--- src/design/assert_macros.svh ---
// Assertion helpers for the RTL.
`ifndef ASSERT_MACROS_SVH
`define ASSERT_MACROS_SVH

// Same-cycle implication, off during reset.
`define AST_IMPLY(lbl, clk, rst_n, ante, cons) \
    lbl: assert property (@(posedge clk) disable iff (!rst_n) (ante) |-> (cons)) \
        else $error("implication check failed");

// Next-cycle implication, off during reset.
`define AST_NEXT(lbl, clk, rst_n, ante, cons) \
    lbl: assert property (@(posedge clk) disable iff (!rst_n) (ante) |=> (cons)) \
        else $error("next-cycle check failed");

`endif

--- src/design/dmc_pkg.sv ---
package dmc_pkg;

    localparam int NUM_LINES    = 8;
    localparam int BLOCK_WORDS  = 4;
    localparam int MEMORY_WORDS = 1024;

    localparam int ADDR_W   = 10;
    localparam int DATA_W   = 32;
    localparam int OFF_W    = $clog2(BLOCK_WORDS);
    localparam int IDX_W    = $clog2(NUM_LINES);
    localparam int TAG_W    = ADDR_W - OFF_W - IDX_W;
    localparam int MEM_AW   = $clog2(MEMORY_WORDS);
    localparam int LINE_AW  = IDX_W + OFF_W;
    localparam int STEP_W   = $clog2(BLOCK_WORDS + 1);
    localparam int LAT_W    = 4;
    localparam int CYC_W    = 6;
    localparam int CFG_IDX_W = 1;
    localparam int CFG_DATA_W = 4;

    localparam logic [LAT_W-1:0] LATENCY_RESET = LAT_W'(4);
    localparam logic [CYC_W-1:0] BASE_CYCLES   = CYC_W'(3);

    localparam logic POLICY_WB = 1'b0;
    localparam logic POLICY_WT = 1'b1;
    localparam logic OP_READ   = 1'b0;
    localparam logic OP_WRITE  = 1'b1;

    localparam logic [CFG_IDX_W-1:0] CFG_IDX_POLICY  = CFG_IDX_W'(0);
    localparam logic [CFG_IDX_W-1:0] CFG_IDX_LATENCY = CFG_IDX_W'(1);

    typedef enum logic [2:0] {
        ST_CLEAR,
        ST_IDLE,
        ST_LOOKUP,
        ST_FLUSH,
        ST_REFILL,
        ST_ACCESS,
        ST_RESPOND
    } t_state;

    typedef struct packed {
        logic clr_wr;       // zero one backing word, advance clear address
        logic capture;      // latch request
        logic lookup;       // record hit, read line word at request slot
        logic line_wr_slot; // write request word into line
        logic set_dirty;
        logic mem_wr_word;  // write request word into backing memory
        logic flush_step;
        logic flush_end;
        logic refill_step;
        logic refill_end;
        logic rd_slot;      // read line word at request slot
        logic step_clr;
    } t_dp_cmd;

    typedef struct packed {
        logic is_write;
        logic policy_wt;
        logic hit;
        logic victim_dirty;
        logic step_done;
        logic clear_done;
    } t_dp_sts;

endpackage

--- src/design/dmc_ctrl.sv ---
module dmc_ctrl
    import dmc_pkg::*;
(
    input  logic    i_clk,
    input  logic    i_rst_n,
    input  logic    start,
    output logic    busy,
    output logic    o_done,
    input  t_dp_sts i_sts,
    output t_dp_cmd o_cmd
);

    t_state r_state;
    t_state n_state;

    always_ff @(posedge i_clk) begin
        if (!i_rst_n) begin
            r_state <= ST_CLEAR;
        end else begin
            r_state <= n_state;
        end
    end

    always_comb begin
        n_state = r_state;
        unique case (r_state)
            ST_CLEAR: begin
                if (i_sts.clear_done) n_state = ST_IDLE;
            end
            ST_IDLE: begin
                if (start) n_state = ST_LOOKUP;
            end
            ST_LOOKUP: begin
                if (i_sts.hit || (i_sts.is_write && i_sts.policy_wt)) begin
                    n_state = ST_RESPOND;
                end else if (i_sts.victim_dirty) begin
                    n_state = ST_FLUSH;
                end else begin
                    n_state = ST_REFILL;
                end
            end
            ST_FLUSH: begin
                if (i_sts.step_done) n_state = ST_REFILL;
            end
            ST_REFILL: begin
                if (i_sts.step_done) n_state = ST_ACCESS;
            end
            ST_ACCESS:  n_state = ST_RESPOND;
            ST_RESPOND: n_state = ST_IDLE;
            default:    n_state = ST_CLEAR;
        endcase
    end

    always_comb begin
        o_cmd  = '0;
        busy   = 1'b1;
        o_done = 1'b0;
        unique case (r_state)
            ST_CLEAR: begin
                o_cmd.clr_wr = 1'b1;
            end
            ST_IDLE: begin
                busy          = 1'b0;
                o_cmd.capture = start;
            end
            ST_LOOKUP: begin
                o_cmd.lookup   = 1'b1;
                o_cmd.step_clr = 1'b1;
                if (i_sts.is_write) begin
                    if (i_sts.hit) begin
                        o_cmd.line_wr_slot = 1'b1;
                        if (i_sts.policy_wt) begin
                            o_cmd.mem_wr_word = 1'b1;
                        end else begin
                            o_cmd.set_dirty = 1'b1;
                        end
                    end else if (i_sts.policy_wt) begin
                        o_cmd.mem_wr_word = 1'b1;
                    end
                end
            end
            ST_FLUSH: begin
                o_cmd.flush_step = 1'b1;
                if (i_sts.step_done) begin
                    o_cmd.flush_end = 1'b1;
                    o_cmd.step_clr  = 1'b1;
                end
            end
            ST_REFILL: begin
                o_cmd.refill_step = 1'b1;
                o_cmd.refill_end  = i_sts.step_done;
            end
            ST_ACCESS: begin
                if (i_sts.is_write) begin
                    o_cmd.line_wr_slot = 1'b1;
                    o_cmd.set_dirty    = 1'b1;
                end else begin
                    o_cmd.rd_slot = 1'b1;
                end
            end
            ST_RESPOND: begin
                o_done = 1'b1;
            end
            default: begin
                o_cmd = '0;
            end
        endcase
    end

endmodule

--- config.mk ---
export PLATFORM = sky130hd
export DESIGN_NAME = dmc_ctrl
export DESIGN_NICKNAME = d
export VERILOG_FILES = /design/src/design/assert_macros.svh /design/src/design/dmc_pkg.sv /design/src/design/dmc_ctrl.sv
export SDC_FILE = /design/constraint.sdc
export NUM_CORES = 1
export LEC_CHECK = 0
export ABC_CLOCK_PERIOD_IN_PS = 1100
export BUFFER_PORTS_ARGS = -buffer_cell sky130_fd_sc_hd__buf_2
export CAP_MARGIN = 20
export CORE_AREA = 2 2 39 41
export DETAILED_ROUTE_END_ITERATION = 12
export DIE_AREA = 0 0 41 43
export SLEW_MARGIN = 40
export SYNTH_ARGS = -nofsm -noshare
export SYNTH_HDL_FRONTEND = slang
export SYNTH_SLANG_ARGS = --single-unit
--- constraint.sdc ---
create_clock -name i_clk -period 1.1 [get_ports i_clk]
set_input_delay 0.11 -clock i_clk [delete_from_list [all_inputs] [get_ports i_clk]]
set_output_delay 0.11 -clock i_clk [all_outputs]
set_load 0.05 [all_outputs]
======== Yosys cells after proc, flatten, opt, wreduce, memory -nomap -nowiden ========
Index checks and enable logic that the tools add are counted.
word-level totals
  register bits ........................... 3
  latch bits .............................. 0
  RAM bits ................................ 0
  bits in read-only memories .............. 0
  input port bits ......................... 9
  output and inout port bits .............. 14
  word-level logic and storage cells ...... 40
  memories ................................ 0
operators by class
  $add $sub $neg .......................... 0
  multipliers ............................. 0
  divide/modulo/power cells ............... 0
  $lt $le $gt $ge ......................... 0
  equal/unequal tests ..................... 10
  shifts and indexed selects .............. 0
  multiplexer cells ....................... 25
  bitwise logic cells ..................... 0
  reductions and logical operators ........ 4
operators with widths
  cell                  count
  $mux W3               7
  $pmux W3 S7           1
  $mux W1               11
  $eq A3 B3 Y1 const B  3
  $mux W2               4
  $ne A2 B2 Y1 const B  4
  $eq A3 B2 Y1 const B  2
  $pmux W2 S2           1
  $reduce_and A4 Y1     1
  $eq A3 B1 Y1 const B  1
  $logic_not A3 Y1      1
  $pmux W1 S2           1
  $logic_and A1 B1 Y1   1
  $logic_or A1 B1 Y1    1

======== Longest topological paths before layout ========
  word-level depth ........................ 4
  gate-level depth with buffers ........... 5
  depth with buffers taken out ............ 4

======== Least setup slack after synthesis ========
No wires, ideal clock.
  kind .................................... register to output
  from .................................... reg r_state[1]
  to ...................................... out o_cmd[7] (netlist bit)
  data arrival time ....................... 2.754 ns
  required time ........................... 0.990 ns
  setup slack ............................. -1.764 ns
  cell stages (with the launch flop) ...... 5
  buffers on the path ..................... 0
  cells stage by stage .................... dfxtp_1 nor3b_2 a22oi_1 nor2b_2 a21boi_1
RTL lines
  item                    RTL line        RTL
  from (decl)             dmc_ctrl.sv:13  t_state r_state;
  from (signal assigned)  dmc_ctrl.sv:20  r_state <= n_state;
  to (decl)               dmc_ctrl.sv:10  output t_dp_cmd o_cmd

==> summary.md <==
| Metric | Value |
|---|---|
| Mapped Avg Cell Area | `7.27 µm²` |
| Worst path slowest cell | `dfxtp_4` |
| HP Class | `in2reg` |
| Failing checks | `negative setup slack` |
| Gp weighted congestion | `0.762` |
| Area contributors post-synth | `dfxtp_1 (18%), mux2i_1 (12%), nor2b_2 (7.7%)` |
| Total Wirelength | `1610 µm` |
| Initial antenna violation count | `0` |
| Worst path bufs/invs | `1` |
| FF+latch count, synth | `3` |
| CTS HTree Levels | `1` |
| Max-Cap Viols | `0` |
| Unrepaired setup endpoints after global routing | `true` |
| Final hold violations | `0` |
| Worst relative slew slack | `79.0%` |
| Die Area | `1760 µm²` |
| Post-synthesis sequential area ratio | `17.6%` |
| Area leader, netlist | `dfxtp_1` |
| Via Count | `572` |
| Antenna diodes | `0` |
| Storage cell area | `71.3 µm²` |
| Max VDD drop | `0.00149 V` |
| Post-route clock period utilization | `136%` |
| Total iterations of the first detailed-routing run | `4` |
| Status | `finished, violations left` |
| CTS Root Cell | `clkbuf_4` |
| Crit start category | `flop` |
| Reg with most FFs | `r_state` |
| CTS tree | `done` |
| Leakage | `0.000500 µW` |
| Die width | `41 µm` |
| Post-synth EDFFs | `0` |
| DR iter-0 viols | `7` |
| Std cell rows | `14` |
| TritonCTS Buffers | `3` |
| P per Cell Area | `2720 nW/µm²` |
| Post-place instance area | `671 µm²` |
| Vias in the first global route | `577` |
| Design area | `1060 µm²` |
| GRT Overall Usage | `21.7%` |
| Setup-failing EPs final | `17` |
| Most frequent cells in the layout | `buf_6 (18), buf_4 (15), buf_8 (10)` |
| Crit. End Element | `output pin` |
| Post-route ant nets | `0` |
| Worst setup margin | `-395 ps` |
| Layout cell share with drive strength beyond 1 | `82.2%` |
| Most common cell after layout, fill and taps aside | `buf_6` |
| Count of clock tree sinks | `3` |
| Clk buf depth | `2` |
| Core Area | `1380 µm²` |
| Syn Nets | `56` |
| WP data arrival | `1390 ps` |
| Clock-pin transition on the worst setup and hold timing paths | `40 ps` |
| Worst slew pin tran | `311 ps` |
| Max Clock Skew | `0.0720 ps` |
| Fillcell total | `83` |
| Synth top area share | `17.6%` |
| DR vias/cell | `4.89` |
| Min Tclk post-route | `1500 ps` |
| Max-slew violation count | `0` |
| Total grt overflow | `0` |
| Cell family with most CP delay | `flip-flops` |
| Cell count after synthesis | `47` |
| Async SR Flop Fraction | `0%` |
| Critical path fanouts, max | `4` |
| Die H | `43 µm` |
| DP Wirelength | `899 µm` |
| Largest registers | `r_state (3)` |
| Pin count of the biggest net entering global routing | `7` |
| Drc violations | `0` |
| PortBufs | `22` |
| Area of the multi-input gates | `395 µm²` |
| Critical-path cell list | `nor3b_4 -> a22oi_2 -> nor2b_4 -> a21boi_4 -> buf_6` |
| Syn Std Cell Area | `342 µm²` |
| Setup TNS | `-4680 ps` |
| IO Pins | `23` |
| Clk_lat worst skew | `230 ps` |
| Max stage delay on crit path | `360 ps` |
| Yosys cell types | `25` |
| F_max | `669 MHz` |
| Initial Util | `24.7%` |
| CP required | `990 ps` |
| CP Class | `reg2out` |
| Max reg flops | `3` |
| Most used DFF post-synth | `dfxtp_1` |
| Area delta synth->final | `210%` |
| WL/cell | `13.7 µm` |
| Synth warn | `0` |
| First-pass GRT wire length | `2550 µm` |
| Fin nets | `111` |
[repair_timing]
item                       4_1_cts  5_1_grt
setup buffers                   11        8
hold endpoints to repair         0        0
setup endpoints to repair       17       17
pin swaps                        8       12
resized for setup               57       16
hold buffers                     0        0
[path summary, 6_finish.rpt]
| check | start | cells past startpoint | slack [ps] | end |
|---|---|---|---|---|
| worst max-delay path | r_state[1] | 5 | -400 | o_cmd[7] |
| worst min-delay path | i_rst_n | 2 | 140 | r_state[1] |
| worst min register to register | r_state[0] | 3 | 660 | r_state[0] |
| worst max register to register | r_state[1] | 6 | -360 | r_state[1] |
[routing by layer]
layer	routed length, µm	track usage (%)	vias to the layer above
li1	-	-	274
met1	634	25.5	272
met2	864	34.4	22
met3	72	4.71	4
met4	34	12.0	0
met5	0	0	-
[power by group]
part,leakage [µW],internal [µW],switching (µW),total [µW]
logic,0.000458,1250,1180,2430
clock network,0.0000150,136,58.8,195
registers,0.0000267,180,69.9,250
[cells by family after synthesis]
logic type / after synthesis / synth area share [%]
AO/OA/AOI/OAI: 11 / 22.3
multiplexers: 4 / 11.7
AND/OR/NAND/NOR: 22 / 37.4
flip-flops: 3 / 17.6
buffers and inverters: 7 / 11.0
[metrics by stage]
step	hold slack (ps)	utilization (%)	cells	total power [µW]	setup slack [ps]
finish	136	76.4	117	2880	-395
CTS	125	70.2	112	2630	-409
global route	128	76.4	117	3020	-489
global placement	381	48.5	97	1720	-263
floorplan	232	-	47	1290	-912
detailed placement	380	48.5	97	1730	-297
[Yosys cell counts (all sizes together) (2+ instances only)]
| cell | instances |
|---|---|
| a21boi | 2 |
| a21oi | 2 |
| and2 | 2 |
| and3 | 2 |
| buf | 2 |
| dfxtp | 3 |
| inv | 5 |
| mux2i | 4 |
| nand2 | 6 |
| nor2 | 3 |
| nor2b | 4 |
| nor3 | 2 |
| nor3b | 2 |
| o21ai | 2 |
[cell type report]
cell class              instances  area share [%]
clock buffers                   4            2.49
inverters                       5            1.78
multi-input cells              37            37.4
flip-flops and latches          3            6.75
well taps                      16            1.89
repair buffers                 52            49.7
Power figures use the tool's default switching activity.
